$ cat config.mk
export PLATFORM = sky130hd
export DESIGN_NAME = fpa_queue
export DESIGN_NICKNAME = d
export VERILOG_FILES = /design/src/rtl/core/fpa_pkg.sv /design/src/rtl/core/fpa_queue.sv
export VERILOG_INCLUDE_DIRS = /design/src /design/src/rtl/core
export SDC_FILE = /design/constraint.sdc
export NUM_CORES = 1
export LEC_CHECK = 0
export ABC_CLOCK_PERIOD_IN_PS = 11650
export BUFFER_PORTS_ARGS = -buffer_cell sky130_fd_sc_hd__buf_2
export CORE_MARGIN = 2
export CORE_UTILIZATION = 60
export CTS_CLUSTER_DIAMETER = 30
export DETAILED_ROUTE_END_ITERATION = 10
export GPL_TIMING_DRIVEN = 0
export PLACE_DENSITY = 0.83
export SLEW_MARGIN = 20
export SYNTH_ARGS = -nofsm -noshare
export SYNTH_HDL_FRONTEND = slang
export SYNTH_SLANG_ARGS = --single-unit
$ cat constraint.sdc
create_clock -name aclk -period 11.65 [get_ports aclk]
set_clock_uncertainty 0.2 [all_clocks]
set_input_delay 2.9125 -clock aclk [delete_from_list [all_inputs] [get_ports aclk]]
set_output_delay 2.9125 -clock aclk [all_outputs]
set_load 0.05 [all_outputs]
$ cat src/rtl/core/assert_macros.svh
// Assertion helpers shared by the RTL.
`ifndef ASSERT_MACROS_SVH
`define ASSERT_MACROS_SVH
`ifndef SYNTHESIS
`define FPA_ASSERT(lbl, clk, rstn, prop) \
    lbl: assert property (@(posedge clk) disable iff (!rstn) prop) \
        else $error("assertion failed");
`define FPA_ASSERT_NEVER(lbl, clk, rstn, cond) \
    `FPA_ASSERT(lbl, clk, rstn, !(cond))
`else
`define FPA_ASSERT(lbl, clk, rstn, prop)
`define FPA_ASSERT_NEVER(lbl, clk, rstn, cond)
`endif
`endif

$ cat src/rtl/core/fpa_pkg.sv
package fpa_pkg;

    localparam int FRAC_BITS  = 8;
    localparam int DATA_W     = 32;
    localparam int NUM_W      = DATA_W + FRAC_BITS;
    localparam int DIV_STAGES = DATA_W;
    localparam int QDEPTH     = 4;
    localparam int QPTR_W     = 2;
    localparam int QCNT_W     = 3;

    localparam logic [31:0] MAX32 = 32'h7fff_ffff;
    localparam logic [31:0] MIN32 = 32'h8000_0000;

    typedef enum logic [3:0] {
        CMD_ADD      = 4'd0,
        CMD_SUB      = 4'd1,
        CMD_MUL      = 4'd2,
        CMD_DIV      = 4'd3,
        CMD_MIN      = 4'd4,
        CMD_MAX      = 4'd5,
        CMD_INC      = 4'd6,
        CMD_DEC      = 4'd7,
        CMD_COMPARE  = 4'd8,
        CMD_TO_INT   = 4'd9,
        CMD_FROM_INT = 4'd10
    } cmd_t;

    typedef enum logic [1:0] {
        KIND_SIMPLE = 2'd0,
        KIND_MUL    = 2'd1,
        KIND_DIV    = 2'd2
    } kind_t;

    // one classified item on its way from front to back
    typedef struct packed {
        kind_t              kind;
        logic [31:0]        value;
        logic               err;
        logic               gt;
        logic               lt;
        logic               eq;
        logic signed [31:0] a;
        logic signed [31:0] b;
    } work_t;

endpackage

$ cat src/rtl/core/fpa_queue.sv
`include "assert_macros.svh"

module fpa_queue (
    input  logic           aclk,
    input  logic           aresetn,
    input  logic           push,
    input  fpa_pkg::work_t push_data,
    output logic           full,
    input  logic           pop,
    output logic           empty,
    output fpa_pkg::work_t head
);

    fpa_pkg::work_t                  mem [fpa_pkg::QDEPTH];
    logic [fpa_pkg::QPTR_W-1:0]      wr_ptr_reg;
    logic [fpa_pkg::QPTR_W-1:0]      rd_ptr_reg;
    logic [fpa_pkg::QCNT_W-1:0]      count_reg;

    assign full  = count_reg == fpa_pkg::QCNT_W'(fpa_pkg::QDEPTH);
    assign empty = count_reg == '0;
    assign head  = mem[rd_ptr_reg];

    always_ff @(posedge aclk) begin
        if (!aresetn) begin
            wr_ptr_reg <= '0;
            rd_ptr_reg <= '0;
            count_reg  <= '0;
        end else begin
            if (push) begin
                wr_ptr_reg <= wr_ptr_reg + 1'b1;
            end
            if (pop) begin
                rd_ptr_reg <= rd_ptr_reg + 1'b1;
            end
            if (push && !pop) begin
                count_reg <= count_reg + 1'b1;
            end else if (pop && !push) begin
                count_reg <= count_reg - 1'b1;
            end
        end
        if (push) begin
            mem[wr_ptr_reg] <= push_data;
        end
    end

    `FPA_ASSERT_NEVER(a_q_overrun, aclk, aresetn, push && full)
    `FPA_ASSERT_NEVER(a_q_underrun, aclk, aresetn, pop && empty)
    `FPA_ASSERT(a_q_count_up, aclk, aresetn, push && !pop |=> count_reg == $past(count_reg) + 1'b1)

endmodule

==> results of run 1 <==
routing by layer:
metal	global-route usage	routed length (um)	up-vias
met1	0.2992	11070	3694
met5	0	55	-
met3	0.07818	2989	57
li1	-	-	3079
met4	0.06195	489	8
met2	0.3844	15370	364
worst min path at each step:
| stage | end | slack [ps] | depth (start not counted) |
|---|---|---|---|
| 2_1_floorplan | count_reg[2]$_SDFFE_PN0P_ | 270 | 2 |
| 3_3_place_gp | count_reg[2]$_SDFFE_PN0P_ | 290 | 2 |
| 3_5_place_dp | count_reg[2]$_SDFFE_PN0P_ | 310 | 2 |
| 4_1_cts | count_reg[2]$_SDFFE_PN0P_ | 320 | 2 |
| 5_1_grt | count_reg[2]$_SDFFE_PN0P_ | 370 | 2 |
| 6_report | count_reg[2]$_SDFFE_PN0P_ | 320 | 2 |
tightest hold or removal path: cells and delay by family, from the launching register on:
family          cells  cell delay (ps)
flops               1              320
compound gates      2              150
cell families after synthesis:
logic type | count (synthesis)
compound gates | 2
simple gates | 15
xor+xnor | 5
fa+ha+maj | 6
flops | 417
mux | 104
buf+inv | 26
per-stage QoR:
stage               total power [mW]  utilization  hold WS [ps]  setup slack (ps)
CTS                            4.233       0.7639         320.3              5964
floorplan                      2.139            -         272.4              5712
global route                   4.321       0.7639         367.2              5898
finish                         4.199       0.7639         323.5              6011
detailed placement             2.274       0.6727         313.2              6547
global placement               2.258       0.6656         290.6              4015
final cells by class:
class / count / area, um2
Sequential cell: 417 / 12430
Fill cell: 1268 / 5894
Multi-Input combinational cell: 132 / 2557
Clock buffer: 75 / 1749
Timing Repair Buffer: 217 / 1214
Clock inverter: 47 / 526.8
Tap cell: 330 / 412.9
Buffer: 22 / 162.7
Inverter: 4 / 15.01
where the power goes:
| part | total (mW) | internal [mW] | switching, mW |
|---|---|---|---|
| clock network | 1.95 | 1.26 | 0.696 |
| logic | 0.500 | 0.152 | 0.348 |
| registers | 1.75 | 1.73 | 0.0203 |
synthesized netlist by cell type:
cell	n
sky130_fd_sc_hd__nor2b_1	2
sky130_fd_sc_hd__dfxtp_1	9
sky130_fd_sc_hd__nor3b_1	1
sky130_fd_sc_hd__mux4_2	102
sky130_fd_sc_hd__nor3_1	1
sky130_fd_sc_hd__clkbuf_1	3
sky130_fd_sc_hd__a21boi_0	1
sky130_fd_sc_hd__mux2i_1	2
sky130_fd_sc_hd__xnor2_1	2
sky130_fd_sc_hd__and2_1	9
sky130_fd_sc_hd__or3_1	1
sky130_fd_sc_hd__inv_1	4
sky130_fd_sc_hd__edfxtp_1	408
sky130_fd_sc_hd__fa_1	1
sky130_fd_sc_hd__xor2_1	3
sky130_fd_sc_hd__ha_1	5
sky130_fd_sc_hd__o21ai_0	1
sky130_fd_sc_hd__buf_2	10
sky130_fd_sc_hd__buf_6	9
sky130_fd_sc_hd__nand2_1	1
==> impl_metrics.ini, run 1 <==
[clocking]
clkTransAtPathRegs_ps = 50
cts_max_path_buffers = 3
cts_hold_fix_bufs = 0
root_buffer = sky130_fd_sc_hd__clkbuf_16
cts.htree.levels = 3
clock_tree_from_tritoncts = done
clkLatencyLatePin_ps = 540
cts_resized = 0
cts_sinks = 417
cts_setup_buffers = 0
cts-buffers-inserted = 67

[power_and_ir_drop]
power_per_cell_area_nw_per_um2 = 220.2
irDropWorstVdd_uv = 145.1
leakage_power_nw = 6.610

[cells_and_area]
layout.cells.most_common = sky130_fd_sc_hd__edfxtp_1
layout.cells.non_filler = 1244
drive_gt1_frac = 0.4934
syn_to_final_growth_pct = 25.81
number_of_flip_flops_under_the_largest_register_name = 408
finalNetCount = 973
final_cell_area_um2 = 19070
n_antenna_cell = 0
mostFrequentLayoutCells = 408 x sky130_fd_sc_hd__edfxtp_1, 219 x sky130_fd_sc_hd__buf_2, 102 x sky130_fd_sc_hd__mux4_2

[timing]
slew_headroom = 0.5164
worstMarginPinSlew_ps = 725.3
period_share = 0.4840
finalSetupViolCount = 0
grt_setup_unrepaired = no
totalNegativeSetupSlack_ps = 0
final_hold_viol_count = 0
clock.fmax_mhz = 177.3
final_max_slew_viol_count = 0
post-route-min-period_ps = 5639

[floorplanning]
die_x_um = 162.9
die_area_um2 = 26550
core.rowCount = 58
initial_utilization = 0.6072
coreArea_um2 = 24960
floorplan.die.height_um = 162.9
boundaryPins = 210

[detailed_routing]
antenna_violating_nets_left = 0
detailedRoute.firstPassIterationCount = 5
wl_per_cell_um = 24.09
postRouteWirelength_um = 29970
first_iter_violations = 685
drt-vias-per-instance = 5.789
drt_drc_violations_left = 0
vias = 7202

[global_routing]
first_global_vias = 7829
grtUsageTotal = 0.2318
grt_antenna_before_repair = 4
grt_first_pass_wirelength_um = 45160
grt_overflow = 0
grt_max_degree = 42

[logic_synthesis]
nets_in_the_synthesized_netlist = 687
synth.cell_area_um2 = 15160
synth.top_cells.by_area = sky130_fd_sc_hd__edfxtp_1 81%, sky130_fd_sc_hd__mux4_2 15%, sky130_fd_sc_hd__dfxtp_1 1.2%
synth_top_family_by_area = multiplexers
synth.lib_cells_used.distinct = 20
synth_largest_area_cell = sky130_fd_sc_hd__edfxtp_1
synth.ff_latch_count = 417
average_cell_area_after_synthesis_um2 = 26.36
synthXorXnorAreaFrac = 0.002889
synth_top_area_frac = 0.8083
yosys.area_share.adder = 0.005448
synth_simple_gate_area_share = 0.006026
ys_warnings = 0
post_synth_inst_count = 575
seq_area_frac_synth = 0.8202
synth_compound_gate_area_share = 0.0008255
synth_mux_area_frac = 0.1529

[placed_design]
gp_routability_congestion = 0.7335
dpl-instance-area_um2 = 16790
port_buffers = 209
dpl.hpwl_um = 17710
place.detailed.instances = 1122

[setup_path]
crit_path_top_delay_cell = sky130_fd_sc_hd__clkbuf_1
timing.reg2reg.setup_slack_ps = 9720
timing.critical_path.slowest_cell_delay_ps = 580
worstSetupEndpointType = output pin
worstSetupPathDepth = 4
crit_path_end = head[64]
critical_path_required_ps = 8540
worst_path_most_repeated_cell = sky130_fd_sc_hd__buf_2
critical_path_buf_inv_count = 3
worst-r2r-cell-count = 4
timing.rr.start = wr_ptr_reg[1]$_SDFFE_PN0P_
startpoint_type = register
criticalPathCategory = reg -> out
crit_chain = clkbuf_1 > buf_2 > mux4_2 > buf_2
arrival_ps = 2530
path_delay_family = buffers and inverters
crit_fanout = 10
timing.rr.end = mem[1][79]$_DFFE_PP_

[hold_path]
hold_path_class = reg -> reg
hp_start = count_reg[2]$_SDFFE_PN0P_

[run]
max-cap-violations = 0

[status]
status = finished clean
Power figures use the tool's default switching activity.
==> run 2: changes to the inputs <==
--- a/config.mk
+++ b/config.mk
@@ -6,14 +6,14 @@
 export SDC_FILE = /design/constraint.sdc
 export NUM_CORES = 1
 export LEC_CHECK = 0
-export ABC_CLOCK_PERIOD_IN_PS = 11650
+export ABC_CLOCK_PERIOD_IN_PS = 5500
 export BUFFER_PORTS_ARGS = -buffer_cell sky130_fd_sc_hd__buf_2
 export CORE_MARGIN = 2
-export CORE_UTILIZATION = 60
+export CORE_UTILIZATION = 57
 export CTS_CLUSTER_DIAMETER = 30
 export DETAILED_ROUTE_END_ITERATION = 10
 export GPL_TIMING_DRIVEN = 0
-export PLACE_DENSITY = 0.83
+export PLACE_DENSITY = 0.79
 export SLEW_MARGIN = 20
 export SYNTH_ARGS = -nofsm -noshare
 export SYNTH_HDL_FRONTEND = slang
==> constraint.sdc (replaced) <==
create_clock -name aclk -period 5.5 [get_ports aclk]
set_clock_uncertainty 0.2 [all_clocks]
set_input_delay 1.375 -clock aclk [delete_from_list [all_inputs] [get_ports aclk]]
set_output_delay 1.375 -clock aclk [all_outputs]
set_load 0.05 [all_outputs]
==> impl_metrics.ini, run 2 (same netlist as run 1, synthesis figures left out) <==
[cells_and_area]
filler_cell_count = 1428
number_of_flip_flops_under_the_largest_register_name = 408
n_antenna_cell = 0
syn_to_final_growth_pct = 26.11
area_of_the_multi_input_gates_um2 = 2557
ff_latch_area_um2 = 12430
finalNetCount = 975
final_cell_area_um2 = 19110
drive_gt1_frac = 0.4978
layout.cells.most_common = sky130_fd_sc_hd__edfxtp_1
mostFrequentLayoutCells = 408 x sky130_fd_sc_hd__edfxtp_1, 219 x sky130_fd_sc_hd__buf_2, 102 x sky130_fd_sc_hd__mux4_2

[clocking]
cts-buffers-inserted = 69
root_buffer = sky130_fd_sc_hd__clkbuf_16
cts_resized = 0
cts_sinks = 417
clkLatencyLatePin_ps = 540
cts_setup_buffers = 0
cts_max_path_buffers = 3
cts.htree.levels = 3
clock_tree_from_tritoncts = done
cts_hold_fix_bufs = 0
clkTransAtPathRegs_ps = 50

[timing]
worstMarginPinSlew_ps = 800.0
period_share = 0.7462
totalNegativeSetupSlack_ps = 0
holdWs_ps = 352.5
final_max_slew_viol_count = 0
grt_setup_unrepaired = no
post-route-min-period_ps = 4104
clock.fmax_mhz = 243.7
least_setup_slack_across_all_paths_after_layout_ps = 1396
slew_headroom = 0.4667
final_hold_viol_count = 0
finalSetupViolCount = 0

[hold_path]
hp_start = count_reg[2]$_SDFFE_PN0P_
worst_hold_path.endpoint = count_reg[2]$_SDFFE_PN0P_
hold_path_class = reg -> reg
worst_hold_path.num_cells = 2

[setup_path]
arrival_ps = 2530
timing.rr.start = wr_ptr_reg[0]$_SDFFE_PN0P_
startpoint_type = register
timing.reg2reg.setup_slack_ps = 3610
worst-r2r-cell-count = 4
timing.rr.end = mem[2][63]$_DFFE_PP_
criticalPathCategory = reg -> out
worstSetupEndpointType = output pin
crit_fanout = 10
critical_path_required_ps = 3920

[run]
max-cap-violations = 0

[global_routing]
grtUsageTotal = 0.2170
grt_overflow = 0
grt_max_degree = 50
grt_antenna_before_repair = 1
first_global_vias = 7943
grt_first_pass_wirelength_um = 45560

[floorplanning]
boundaryPins = 210
coreArea_um2 = 26060
initial_utilization = 0.5816
core.rowCount = 59
floorplan.die.height_um = 167.1
die_area_um2 = 27910
die_x_um = 167.1

[power_and_ir_drop]
power_per_cell_area_nw_per_um2 = 465.5
overall_power_mw = 8.897
leakage_power_nw = 6.639
irDropWorstVdd_uv = 380.0

[detailed_routing]
drt-vias-per-instance = 5.693
routedLengthMet1_um = 11110
vias = 7122
first_iter_violations = 613
detailedRoute.firstPassIterationCount = 5
antenna_violating_nets_left = 0
detailroute.wirelength.met2_um = 15320
wl_per_cell_um = 23.29
postRouteWirelength_um = 29140
drt_drc_violations_left = 0
routed-wl-met3_um = 2046
route.top_layer_used = met5

[placed_design]
dpl-instance-area_um2 = 16820
gp_routability_congestion = 0.7474
dpl.hpwl_um = 17070
port_buffers = 209
dpl_worst_slack_ps = 1897

[status]
status = finished clean
run 2: worst max path at each step:
| stage | slack, ps | cells past startpoint | to | start |
|---|---|---|---|---|
| 2_1_floorplan | 1100 | 1 | mem[0][0]$_DFFE_PP_ | push |
| 3_3_place_gp | -610 | 2 | mem[0][65]$_DFFE_PP_ | push |
| 3_5_place_dp | 1900 | 4 | head[53] | register |
| 4_1_cts | 1300 | 4 | head[85] | register |
| 5_1_grt | 1290 | 4 | head[85] | register |
| 6_report | 1400 | 4 | head[33] | register |
run 2: cell type report:
class	count	share of cell area
inverters	4	0.0007855
well taps	335	0.02193
flip-flops and latches	417	0.6504
plain buffers	22	0.008510
repair buffers	217	0.06467
multi-input cells	132	0.1338
clock inverters	46	0.02566
clock buffers	78	0.09426
run 2: power breakdown:
| group | internal, mW | switching (mW) | total [mW] |
|---|---|---|---|
| combinational | 0.323 | 0.728 | 1.05 |
| clock | 2.67 | 1.48 | 4.15 |
| sequential | 3.66 | 0.0410 | 3.70 |
| total | 6.65 | 2.25 | 8.90 |
run 2: through the flow:
stage               cells  utilization
floorplan             575            -
global placement     1119       0.6379
finish               1251       0.7335
detailed placement   1127       0.6456
CTS                  1251       0.7335
global route         1251       0.7335
run 2: metal layers:
layer  track usage  vias up
met5             0        -
met4       0.07084        2
met3       0.05917       60
met2        0.3731      287
met1        0.2710     3699
li1              -     3074
run 2: worst max-delay path, stage by stage, from the launching register on:
cell and delay [ps]:
sky130_fd_sc_hd__dfxtp_1 350, sky130_fd_sc_hd__clkbuf_1 620, sky130_fd_sc_hd__buf_2 400, sky130_fd_sc_hd__mux4_2 380, sky130_fd_sc_hd__buf_2 230
