[src/rtl/core/assert_macros.svh]
// Assertion helpers shared by the RTL.
`ifndef ASSERT_MACROS_SVH
`define ASSERT_MACROS_SVH
`ifndef SYNTHESIS
`define FPA_ASSERT(lbl, clk, rstn, prop) \
    lbl: assert property (@(posedge clk) disable iff (!rstn) prop) \
        else $error("assertion failed");
`define FPA_ASSERT_NEVER(lbl, clk, rstn, cond) \
    `FPA_ASSERT(lbl, clk, rstn, !(cond))
`else
`define FPA_ASSERT(lbl, clk, rstn, prop)
`define FPA_ASSERT_NEVER(lbl, clk, rstn, cond)
`endif
`endif

[src/rtl/core/fpa_pkg.sv]
package fpa_pkg;

    localparam int FRAC_BITS  = 8;
    localparam int DATA_W     = 32;
    localparam int NUM_W      = DATA_W + FRAC_BITS;
    localparam int DIV_STAGES = DATA_W;
    localparam int QDEPTH     = 4;
    localparam int QPTR_W     = 2;
    localparam int QCNT_W     = 3;

    localparam logic [31:0] MAX32 = 32'h7fff_ffff;
    localparam logic [31:0] MIN32 = 32'h8000_0000;

    typedef enum logic [3:0] {
        CMD_ADD      = 4'd0,
        CMD_SUB      = 4'd1,
        CMD_MUL      = 4'd2,
        CMD_DIV      = 4'd3,
        CMD_MIN      = 4'd4,
        CMD_MAX      = 4'd5,
        CMD_INC      = 4'd6,
        CMD_DEC      = 4'd7,
        CMD_COMPARE  = 4'd8,
        CMD_TO_INT   = 4'd9,
        CMD_FROM_INT = 4'd10
    } cmd_t;

    typedef enum logic [1:0] {
        KIND_SIMPLE = 2'd0,
        KIND_MUL    = 2'd1,
        KIND_DIV    = 2'd2
    } kind_t;

    // one classified item on its way from front to back
    typedef struct packed {
        kind_t              kind;
        logic [31:0]        value;
        logic               err;
        logic               gt;
        logic               lt;
        logic               eq;
        logic signed [31:0] a;
        logic signed [31:0] b;
    } work_t;

endpackage

[src/rtl/core/fpa_front.sv]
module fpa_front (
    input  logic                aclk,
    input  logic                aresetn,
    input  logic                s_tvalid,
    output logic                s_tready,
    input  logic [3:0]          cmd,
    input  logic signed [31:0]  op_a,
    input  logic signed [31:0]  op_b,
    output logic                push,
    input  logic                q_full,
    output fpa_pkg::work_t      push_data
);

    logic           valid_reg;
    fpa_pkg::work_t work_reg;
    fpa_pkg::work_t work_next;

    // 33-bit sum back to 32 bits with saturation; returns {err, value}
    function automatic logic [32:0] sat33(input logic [32:0] s);
        if (s[32] != s[31]) begin
            return {1'b1, (s[32] ? fpa_pkg::MIN32 : fpa_pkg::MAX32)};
        end
        return {1'b0, s[31:0]};
    endfunction

    logic signed [32:0] ax;
    logic signed [32:0] bx;
    logic signed [31:0] hi_bits;
    logic [32:0]        sr;

    always_comb begin
        ax = {op_a[31], op_a};
        bx = {op_b[31], op_b};
        hi_bits = op_a >>> (fpa_pkg::DATA_W - 1 - fpa_pkg::FRAC_BITS);
        sr = '0;
        work_next.kind  = fpa_pkg::KIND_SIMPLE;
        work_next.value = '0;
        work_next.err   = 1'b0;
        work_next.gt    = op_a > op_b;
        work_next.lt    = op_a < op_b;
        work_next.eq    = op_a == op_b;
        work_next.a     = op_a;
        work_next.b     = op_b;
        case (fpa_pkg::cmd_t'(cmd))
            fpa_pkg::CMD_ADD: begin
                sr = sat33(33'(ax + bx));
                {work_next.err, work_next.value} = sr;
            end
            fpa_pkg::CMD_SUB: begin
                sr = sat33(33'(ax - bx));
                {work_next.err, work_next.value} = sr;
            end
            fpa_pkg::CMD_MUL: begin
                work_next.kind = fpa_pkg::KIND_MUL;
            end
            fpa_pkg::CMD_DIV: begin
                if (op_b == 32'sd0) begin
                    work_next.err = 1'b1;
                end else begin
                    work_next.kind = fpa_pkg::KIND_DIV;
                end
            end
            fpa_pkg::CMD_MIN: work_next.value = work_next.lt ? op_a : op_b;
            fpa_pkg::CMD_MAX: work_next.value = work_next.gt ? op_a : op_b;
            fpa_pkg::CMD_INC: begin
                sr = sat33(33'(ax + 33'sd1));
                {work_next.err, work_next.value} = sr;
            end
            fpa_pkg::CMD_DEC: begin
                sr = sat33(33'(ax - 33'sd1));
                {work_next.err, work_next.value} = sr;
            end
            fpa_pkg::CMD_COMPARE: work_next.value = '0;
            fpa_pkg::CMD_TO_INT:  work_next.value = op_a >>> fpa_pkg::FRAC_BITS;
            fpa_pkg::CMD_FROM_INT: begin
                // all bits shifted out plus the new sign bit must match the sign
                if (hi_bits != 32'sd0 && hi_bits != -32'sd1) begin
                    work_next.err   = 1'b1;
                    work_next.value = op_a[31] ? fpa_pkg::MIN32 : fpa_pkg::MAX32;
                end else begin
                    work_next.value = op_a <<< fpa_pkg::FRAC_BITS;
                end
            end
            default: work_next.err = 1'b1;
        endcase
    end

    assign s_tready  = !valid_reg || !q_full;
    assign push      = valid_reg && !q_full;
    assign push_data = work_reg;

    always_ff @(posedge aclk) begin
        if (!aresetn) begin
            valid_reg <= 1'b0;
        end else if (s_tready) begin
            valid_reg <= s_tvalid;
        end
        if (s_tready && s_tvalid) begin
            work_reg <= work_next;
        end
    end

endmodule

[config.mk]
export PLATFORM = sky130hd
export DESIGN_NAME = fpa_front
export DESIGN_NICKNAME = d
export VERILOG_FILES = /design/src/rtl/core/assert_macros.svh /design/src/rtl/core/fpa_pkg.sv /design/src/rtl/core/fpa_front.sv
export SDC_FILE = /design/constraint.sdc
export NUM_CORES = 1
export LEC_CHECK = 0
export ABC_CLOCK_PERIOD_IN_PS = 3740
export BUFFER_PORTS_ARGS = -buffer_cell sky130_fd_sc_hd__buf_4
export CELL_PAD_IN_SITES_DETAIL_PLACEMENT = 0
export CELL_PAD_IN_SITES_GLOBAL_PLACEMENT = 2
export CORE_MARGIN = 3
export CORE_UTILIZATION = 31
export DETAILED_ROUTE_END_ITERATION = 6
export PLACE_DENSITY_LB_ADDON = 0.08
export SLEW_MARGIN = 20
export SYNTH_ARGS = -nofsm -noshare
export SYNTH_HDL_FRONTEND = slang
export SYNTH_SLANG_ARGS = --single-unit
[constraint.sdc]
create_clock -name aclk -period 3.74 [get_ports aclk]
set_input_delay 0.748 -clock aclk [delete_from_list [all_inputs] [get_ports aclk]]
set_output_delay 0.748 -clock aclk [all_outputs]
set_load 0.05 [all_outputs]
==> reports/qor.log, run 1 <==
qor: critical_path.crit_path_start_kind primary input
qor: global_route.total_congestion_overflow 0
qor: timing.fmax 0.267 GHz
qor: critical_path.critical_path.endpoint push_data[69]
qor: final_layout.diodes 0
qor: synthesis.syn-mean-instance-area 7.92 um^2
qor: global_route.grt_max_degree 45
qor: final_layout.final_cell_count_no_fill 2,511
qor: clock_tree.clock_latency 0.40 ns
qor: pwr.cellLeakagePower 7.54 nW
qor: critical_path.required 3.87 ns
qor: synthesis.ys_ff_latch 103
qor: timing.final_period_minus_worst_setup_slack 3.74 ns
qor: timing.grt_setup_unrepaired yes
qor: routing.vias 14.3k
qor: critical_path.cp-startpoint op_b[26]
qor: timing.setup_viol 1
qor: final_layout.number_of_filler_instances_in_the_final_layout 3,728
qor: floorplan.num_rows 70
qor: critical_path.worst-r2r-cell-count 3
qor: critical_path.end_kind flop
qor: hold_path.timing.hold.worst.class flop to flop
qor: clock_tree.numCtsBuffers 9
qor: final_layout.fin_nets 2,178
qor: pwr.p_int 0.00288 W
qor: final_layout.sequential_cell_area 0.00308 mm^2
qor: synthesis.post_synth_inst_count 1,465
qor: status.outcome finished, violations left
qor: final_layout.largest_reg_flops 102
qor: global_route.antenna_found_initial 0
qor: place.io_buffers 175
qor: final_layout.final_layout_size_suffix_gt1_share 39.3%
qor: pwr.share_comb_of_total_power 51.7%
qor: critical_path.critPathKind primary input to flop
qor: critical_path.crit_fanout 6
qor: routing.routed_wl 66,600 um
qor: timing.final-max-slew-violation-count 0
qor: place.post_dp_cell_area 0.0167 mm^2
qor: clock_tree.clock-sinks 103
qor: timing.worst_pin_slew 0.694 ns
qor: clock_tree.cts-root-buf sky130_fd_sc_hd__clkbuf_16
qor: global_route.grt_use_total 32.8%
qor: timing.final_hold_viol_count 0
qor: floorplan.i_o_pin_cnt 176
qor: floorplan.total_die_area 0.0398 mm^2
qor: synthesis.net_count_of_the_mapped_netlist 1,605
qor: timing.post-route-period-util 100%
qor: synthesis.asyncSetResetFlopFracSynth 0%
qor: pwr.cellPowerDensity 282 mW/mm^2
qor: synthesis.synth-edff-count 102
qor: clock_tree.worst_setup_hold_path_clk_slew 0.09 ns
qor: routing.drtPass1Iterations 7
qor: clock_tree.tritoncts_clock_tree built
qor: routing.final_routed_drc_violation_total 1
qor: final_layout.mostFrequentLayoutCell sky130_fd_sc_hd__buf_4
qor: final_layout.final_area 0.0176 mm^2
qor: synthesis.yosysSeqAreaShare 26.6%
qor: floorplan.design.core.area 0.0368 mm^2
qor: pwr.power.ir.vdd_worst 262 uV
qor: critical_path.worstPathArrival 3.87 ns
qor: final_layout.area_growth_syn_to_layout 52.0%
qor: synthesis.synthesis.area 0.0116 mm^2
qor: clock_tree.ctsHtreeMaxLevel 3
qor: floorplan.die_height 200 um
qor: pwr.seq_power_share 28.7%
qor: pwr.power.switching 0.00209 W
qor: clock_tree.postCtsHoldBufs 0
qor: critical_path.critical_register_to_register_path_endpoint push_data[54]
qor: timing.fin_skew 0.0163 ns
qor: routing.post_drt_via_cell_ratio 5.69
qor: place.globalplace.congestion 0.951
qor: global_route.global_route_wire_length_before_repair 95,000 um
qor: place.place.detailed.hpwl 54,800 um
qor: final_layout.layout.cells.most_common_list sky130_fd_sc_hd__buf_4 (651), sky130_fd_sc_hd__o21ai_0 (143), sky130_fd_sc_hd__nand2_1 (114)
qor: timing.finalWorstSetupSlack -0.000194 ns
qor: floorplan.initial_core_util 31.6%
qor: critical_path.worst_r2r_startpoint valid_reg
qor: clock_tree.cts.path.max_buffers 2
qor: pwr.power.total 0.00497 W
qor: global_route.first_global_vias 13.9k
qor: synthesis.synth_flop_cell sky130_fd_sc_hd__edfxtp_1
qor: floorplan.die_width 200 um
qor: timing.max_slew_margin 53.7%
qor: routing.routed_wire_length_per_instance 26.5 um
qor: pwr.sw_frac_of_total 42.1%
qor: job.maxCapViolCount 0
qor: critical_path.ff2ff_setup_slack 1.98 ns
qor: place.numPlacedInstances 2,482
qor: status.failed_checks design-rule violations, negative setup slack
qor: routing.drt-initial-drc-count 1,340
qor: routing.antenna_left 0
qor: synthesis.synthesis.yosys.warnings 0
qor: pwr.clockPowerShare 19.6%
qor: final_layout.multi_input_area 0.00821 mm^2
qor: final_layout.postLayoutCoreUtil 48.0%
qor: synthesis.synth.lib_cells_used.distinct 92
logic make-up (layout without fill, tap and decap cells):
kind of cell	Yosys count	count (layout)	share of synthesized area [%]
adders and majority gates	68	68	7.46
and+or+nand+nor	536	536	24.1
buffers and inverters	179	757	6.58
DFF	103	103	26.6
AOI/OAI and AO/OA	459	459	25.8
xor gates and xnor gates	94	94	7.09
muxes	26	26	2.41
area by class of cell:
| class | count | area share, % |
|---|---|---|
| multi-input combinational | 1183 | 46.5 |
| timing repair buffer | 671 | 29.5 |
| sequential | 103 | 17.5 |
| tap | 468 | 3.32 |
| inverter | 70 | 1.55 |
| clock buffer | 9 | 1.28 |
| clock inverter | 7 | 0.340 |
metal layers:
| layer | routed length, um | track usage, % |
|---|---|---|
| met4 | 1820 | 9.02 |
| met2 | 30600 | 52.7 |
| met1 | 29700 | 46.4 |
| met5 | 0 | 0 |
| met3 | 4550 | 4.05 |
how the worst min path moves through the flow:
stage / from / endpoint / slack [ns] / cells past startpoint
finish: valid_reg / valid_reg / 0.52 / 2
global route: op_b[2] / push_data[2] / 0.55 / 1
CTS: valid_reg / valid_reg / 0.53 / 2
detailed placement: valid_reg / valid_reg / 0.52 / 2
global placement: valid_reg / valid_reg / 0.50 / 2
floorplan: valid_reg / valid_reg / 0.49 / 2
cells in the mapped netlist (all sizes together) (8+ instances only):
cell type	number	area [um^2]
buf	49	275
a31oi	17	113
a211oi	11	97.6
nand2	115	434
a21oi	110	577
clkbuf	60	225
or2	12	75.1
nor2b	21	131
nor3	48	245
xor2	29	254
or3	12	75.1
a21o	8	60.1
nand3	56	280
mux2i	20	213
edfxtp	102	3060
a221oi	21	196
nor2	111	419
and2	11	68.8
o21a	13	97.6
and3	11	68.8
nor4	37	280
inv	70	263
o211ai	19	143
xnor2	65	569
nand4	47	294
ha	66	826
nand2b	24	150
or4	8	71.3
o31ai	17	133
o21bai	10	75.1
o21ai	156	785
a2111oi	8	97.6
repair_timing:
action / in CTS / in global routing
setup endpoints to repair: 23 / 28
hold endpoints to repair: 0 / 0
setup buffers: 1 / 12
pin swaps: 1 / 21
gates resized for setup: 12 / 83
gates cloned: 0 / 1
power groups by stage:
stage	sequential (W)	clock (W)	combinational, W
3_5_place_dp	0.00145	0	0.00242
6_report	0.00142	0.000973	0.00257
2_1_floorplan	0.00172	0	0.000945
3_3_place_gp	0.00145	0	0.00243
5_1_grt	0.00143	0.00103	0.00271
4_1_cts	0.00142	0.000996	0.00244
critical path: stages:
cell and delay, ns:
sky130_fd_sc_hd__buf_8 0.10, sky130_fd_sc_hd__inv_6 0.05, sky130_fd_sc_hd__ha_4 0.21, sky130_fd_sc_hd__buf_6 0.11, sky130_fd_sc_hd__or4_4 0.52, sky130_fd_sc_hd__or4_4 0.55, sky130_fd_sc_hd__a211oi_4 0.29, sky130_fd_sc_hd__or4_4 0.21
sky130_fd_sc_hd__nand3b_4 0.08, sky130_fd_sc_hd__mux2i_4 0.21, sky130_fd_sc_hd__nor2_4 0.10, sky130_fd_sc_hd__buf_12 0.17, sky130_fd_sc_hd__a211oi_4 0.33, sky130_fd_sc_hd__nand4_1 0.15
metrics by stage:
stage          hold WS, ns  setup WS [ns]  setup TNS [ns]
6_report             0.525      -0.000194       -0.000194
5_1_grt              0.553        -0.0462          -0.192
4_1_cts              0.530        -0.0194         -0.0194
2_1_floorplan        0.487          0.161               0
3_3_place_gp         0.505         -0.795          -17.15
3_5_place_dp         0.516         -0.760          -16.54
Note: power is estimated with default switching activity, not from simulation.
==> inputs of run 2 (changes only) <==
--- a/config.mk
+++ b/config.mk
@@ -6,12 +6,13 @@
 export NUM_CORES = 1
 export LEC_CHECK = 0
 export ABC_CLOCK_PERIOD_IN_PS = 3740
-export BUFFER_PORTS_ARGS = -buffer_cell sky130_fd_sc_hd__buf_4
 export CELL_PAD_IN_SITES_DETAIL_PLACEMENT = 0
 export CELL_PAD_IN_SITES_GLOBAL_PLACEMENT = 2
 export CORE_MARGIN = 3
-export CORE_UTILIZATION = 31
+export CORE_UTILIZATION = 35
+export CTS_CLUSTER_SIZE = 28
 export DETAILED_ROUTE_END_ITERATION = 6
+export DONT_BUFFER_PORTS = 1
 export PLACE_DENSITY_LB_ADDON = 0.08
 export SLEW_MARGIN = 20
 export SYNTH_ARGS = -nofsm -noshare
==> run 2 against run 1 <==
The flow now finishes without violations. Die area fell by 11%. Total power decreased by 9.0%. Cell area down 16%. Count of clock-buffer cells in the layout unchanged. Worst setup slack improved by 0.065 ns. Register-to-register slack lost 0.36 ns. Critical path depth shrank 1. Sequential share of layout area grew 3.3 points. Worst hold slack worse by 0.081 ns. Routed wire length down 8.4%. Sequential power up 21%. Largest power group unchanged.
==> reports/qor.log, run 2 (synthesis gave the netlist of run 1 again) <==
qor: status.outcome completed [was finished, violations left]
qor: critical_path.path_buf_inv 4 [unchanged]
qor: place.globalplace.congestion 0.944 [was 0.951]
qor: final_layout.sequential_cell_area 0.00308 mm^2 [unchanged]
qor: pwr.cellLeakagePower 5.85 nW [was 7.54 nW]
qor: job.maxCapViolCount 0 [unchanged]
qor: timing.final_hold_viol_count 0 [unchanged]
qor: timing.post-route-period-util 98.3% [was 100%]
qor: critical_path.cp_top_family compound AO/OA/AOI/OAI gates [was simple AND/OR/NAND/NOR gates]
qor: final_layout.fin_nets 1,841 [was 2,178]
qor: final_layout.final_layout_size_suffix_gt1_share 25.7% [was 39.3%]
qor: routing.routed_wire_length_per_instance 28.4 um [was 26.5 um]
qor: hold_path.timing.hold.worst.class primary input to flop [was flop to flop]
qor: place.numPlacedInstances 2,129 [was 2,482]
qor: final_layout.multi_input_area 0.00798 mm^2 [was 0.00821 mm^2]
qor: critical_path.worstPathCellList inv_1, ha_2, buf_4, inv_1, a21oi_2, a311oi_1, or4_4, a2111o_1, mux2i_4, nor2_4, buf_6, a211oi_4, nand4_1 [was buf_8, inv_6, ha_4, buf_6, or4_4, or4_4, a211oi_4, or4_4, nand3b_4, mux2i_4, nor2_4, buf_12, a211oi_4, nand4_1]
qor: final_layout.layout.cells.most_common_list sky130_fd_sc_hd__buf_4 (323), sky130_fd_sc_hd__o21ai_0 (147), sky130_fd_sc_hd__nand2_1 (114) [was sky130_fd_sc_hd__buf_4 (651), sky130_fd_sc_hd__o21ai_0 (143), sky130_fd_sc_hd__nand2_1 (114)]
qor: clock_tree.numCtsBuffers 9 [unchanged]
qor: pwr.power.ir.vdd_worst 225 uV [was 262 uV]
qor: timing.setup_viol 0 [was 1]
qor: timing.max_slew_margin 36.5% [was 53.7%]
qor: final_layout.final_cell_count_no_fill 2,149 [was 2,511]
qor: final_layout.area_growth_syn_to_layout 27.6% [was 52.0%]
qor: routing.antenna_left 0 [unchanged]
qor: timing.fmax 0.272 GHz [was 0.267 GHz]
qor: critical_path.crit_path_top_delay_cell sky130_fd_sc_hd__or4_4 [unchanged]
qor: clock_tree.tritoncts_clock_tree built [unchanged]
qor: critical_path.crit_path_start_kind primary input [unchanged]
qor: critical_path.ff2ff_setup_slack 1.62 ns [was 1.98 ns]
qor: critical_path.crit_fanout 8 [was 6]
qor: clock_tree.clock_latency 0.39 ns [was 0.40 ns]
qor: floorplan.i_o_pin_cnt 176 [unchanged]
qor: floorplan.die_height 188 um [was 200 um]
qor: routing.drt-initial-drc-count 1,420 [was 1,340]
qor: final_layout.largest_reg_flops 102 [unchanged]
qor: clock_tree.cts-root-buf sky130_fd_sc_hd__clkbuf_16 [unchanged]
qor: final_layout.mostFrequentLayoutCell sky130_fd_sc_hd__buf_4 [unchanged]
qor: routing.post_drt_via_cell_ratio 6.09 [was 5.69]
qor: global_route.global_route_wire_length_before_repair 87,800 um [was 95,000 um]
qor: timing.worst_pin_slew 0.951 ns [was 0.694 ns]
qor: critical_path.end_kind flop [unchanged]
qor: global_route.first_global_vias 12.6k [was 13.9k]
qor: floorplan.num_rows 66 [was 70]
qor: global_route.grt_max_degree 71 [was 45]
qor: routing.final_routed_drc_violation_total 0 [was 1]
qor: critical_path.worstPathArrival 3.79 ns [was 3.87 ns]
qor: global_route.total_congestion_overflow 0 [unchanged]
qor: clock_tree.clock-sinks 103 [unchanged]
qor: place.io_buffers 0 [was 175]
qor: routing.vias 13.1k [was 14.3k]
qor: timing.fin_skew 0.0178 ns [was 0.0163 ns]
qor: critical_path.critPathMaxStageDelay 0.61 ns [was 0.55 ns]
qor: critical_path.critPathKind primary input to flop [unchanged]
qor: routing.routed_wl 61,000 um [was 66,600 um]
qor: floorplan.die_width 188 um [was 200 um]
qor: final_layout.number_of_filler_instances_in_the_final_layout 3,352 [was 3,728]
qor: critical_path.cp_common_cell sky130_fd_sc_hd__inv_1 [was sky130_fd_sc_hd__or4_4]
qor: timing.final-max-slew-violation-count 0 [unchanged]
qor: clock_tree.worst_setup_hold_path_clk_slew 0.10 ns [was 0.09 ns]
qor: global_route.antenna_found_initial 2 [was 0]
qor: floorplan.initial_core_util 35.6% [was 31.6%]
qor: routing.drtPass1Iterations 6 [was 7]
qor: floorplan.design.core.area 0.0326 mm^2 [was 0.0368 mm^2]
qor: timing.final_period_minus_worst_setup_slack 3.68 ns [was 3.74 ns]
qor: place.place.detailed.hpwl 48,700 um [was 54,800 um]
qor: global_route.grt_use_total 33.6% [was 32.8%]
qor: critical_path.required 3.86 ns [was 3.87 ns]
qor: pwr.cellPowerDensity 305 mW/mm^2 [was 282 mW/mm^2]
qor: clock_tree.ctsHtreeMaxLevel 3 [unchanged]
qor: timing.final.setup.tns 0 ns [was -0.000194 ns]
qor: floorplan.total_die_area 0.0354 mm^2 [was 0.0398 mm^2]
qor: clock_tree.cts.path.max_buffers 2 [unchanged]
[run 2: cell count changes in the layout (fill, tap and decap cells not counted), moves of 3 or more]
cell / before / now
sky130_fd_sc_hd__inv_1: 63 / 67
sky130_fd_sc_hd__o21ai_1: 8 / 5
sky130_fd_sc_hd__buf_4: 651 / 323
sky130_fd_sc_hd__ha_1: 52 / 62
sky130_fd_sc_hd__buf_8: 3 / 0
sky130_fd_sc_hd__nor3_4: 3 / 0
sky130_fd_sc_hd__ha_4: 9 / 1
sky130_fd_sc_hd__buf_6: 8 / 2
sky130_fd_sc_hd__o21ai_0: 143 / 147
sky130_fd_sc_hd__a221oi_2: 6 / 3
sky130_fd_sc_hd__a221oi_1: 15 / 18
[run 2: final cells by class]
cell class | instances | share of cell area, %
inverters | 70 | 1.77
clock inverters | 7 | 0.592
repair buffers | 334 | 17.6
flip-flops and latches | 103 | 20.8
clock buffers | 9 | 1.52
multi-input cells | 1183 | 53.9
diodes | 1 | 0.0169
well taps | 442 | 3.74
[run 2: where the power goes]
group	total, W	internal (W)	switching, W
clock	0.00107	0.000536	0.000531
sequential	0.00172	0.00139	0.000330
combinational	0.00174	0.000771	0.000968
total	0.00452	0.00269	0.00183
[run 2: worst paths after layout]
| check | startpoint | to | cells past startpoint |
|---|---|---|---|
| setup / recovery | op_b[27] | push_data[69] | 13 |
| hold / removal | op_b[1] | push_data[1] | 0 |
| setup reg to reg | valid_reg | push_data[92] | 3 |
| hold reg to reg | valid_reg | valid_reg | 2 |
[run 2: worst register-to-register path: cells and delay by family, from the launching register on]
kind / cells / cell delay, ns
AND/OR/NAND/NOR: 2 / 0.94
flip-flops: 1 / 0.33
buffers and inverters: 1 / 0.40
[run 2: metal layers]
metal | GRT usage (%) | wire length, um | vias up
met2 | 53.1 | 27400 | 664
met3 | 6.39 | 4730 | 115
li1 | - | - | 5945
met1 | 45.8 | 26400 | 6372
met5 | 0 | 13 | -
met4 | 12.4 | 2510 | 2
[run 2: timing repair]
item | CTS | global route
setup buffers | 0 | 2
endpoints found under the setup margin | 8 | 31
gates resized for setup | 5 | 34
hold endpoints to repair | 0 | 0
hold buffers | 0 | 0
pin swaps | 0 | 10
gates cloned | 0 | 1
[run 2: per-stage QoR]
| step | util, % | cell area, um^2 | power, W | setup WS, ns | hold WS (ns) |
|---|---|---|---|---|---|
| floorplan | - | 11600 | 0.00267 | 0.161 | 0.487 |
| global placement | 43.8 | 14300 | 0.00342 | -0.595 | 0.509 |
| detailed placement | 43.8 | 14300 | 0.00341 | -0.616 | 0.536 |
| CTS | 44.8 | 14600 | 0.00448 | 0.00687 | 0.437 |
| global route | 45.4 | 14800 | 0.00471 | -0.000861 | 0.428 |
| finish | 45.4 | 14800 | 0.00452 | 0.0649 | 0.444 |
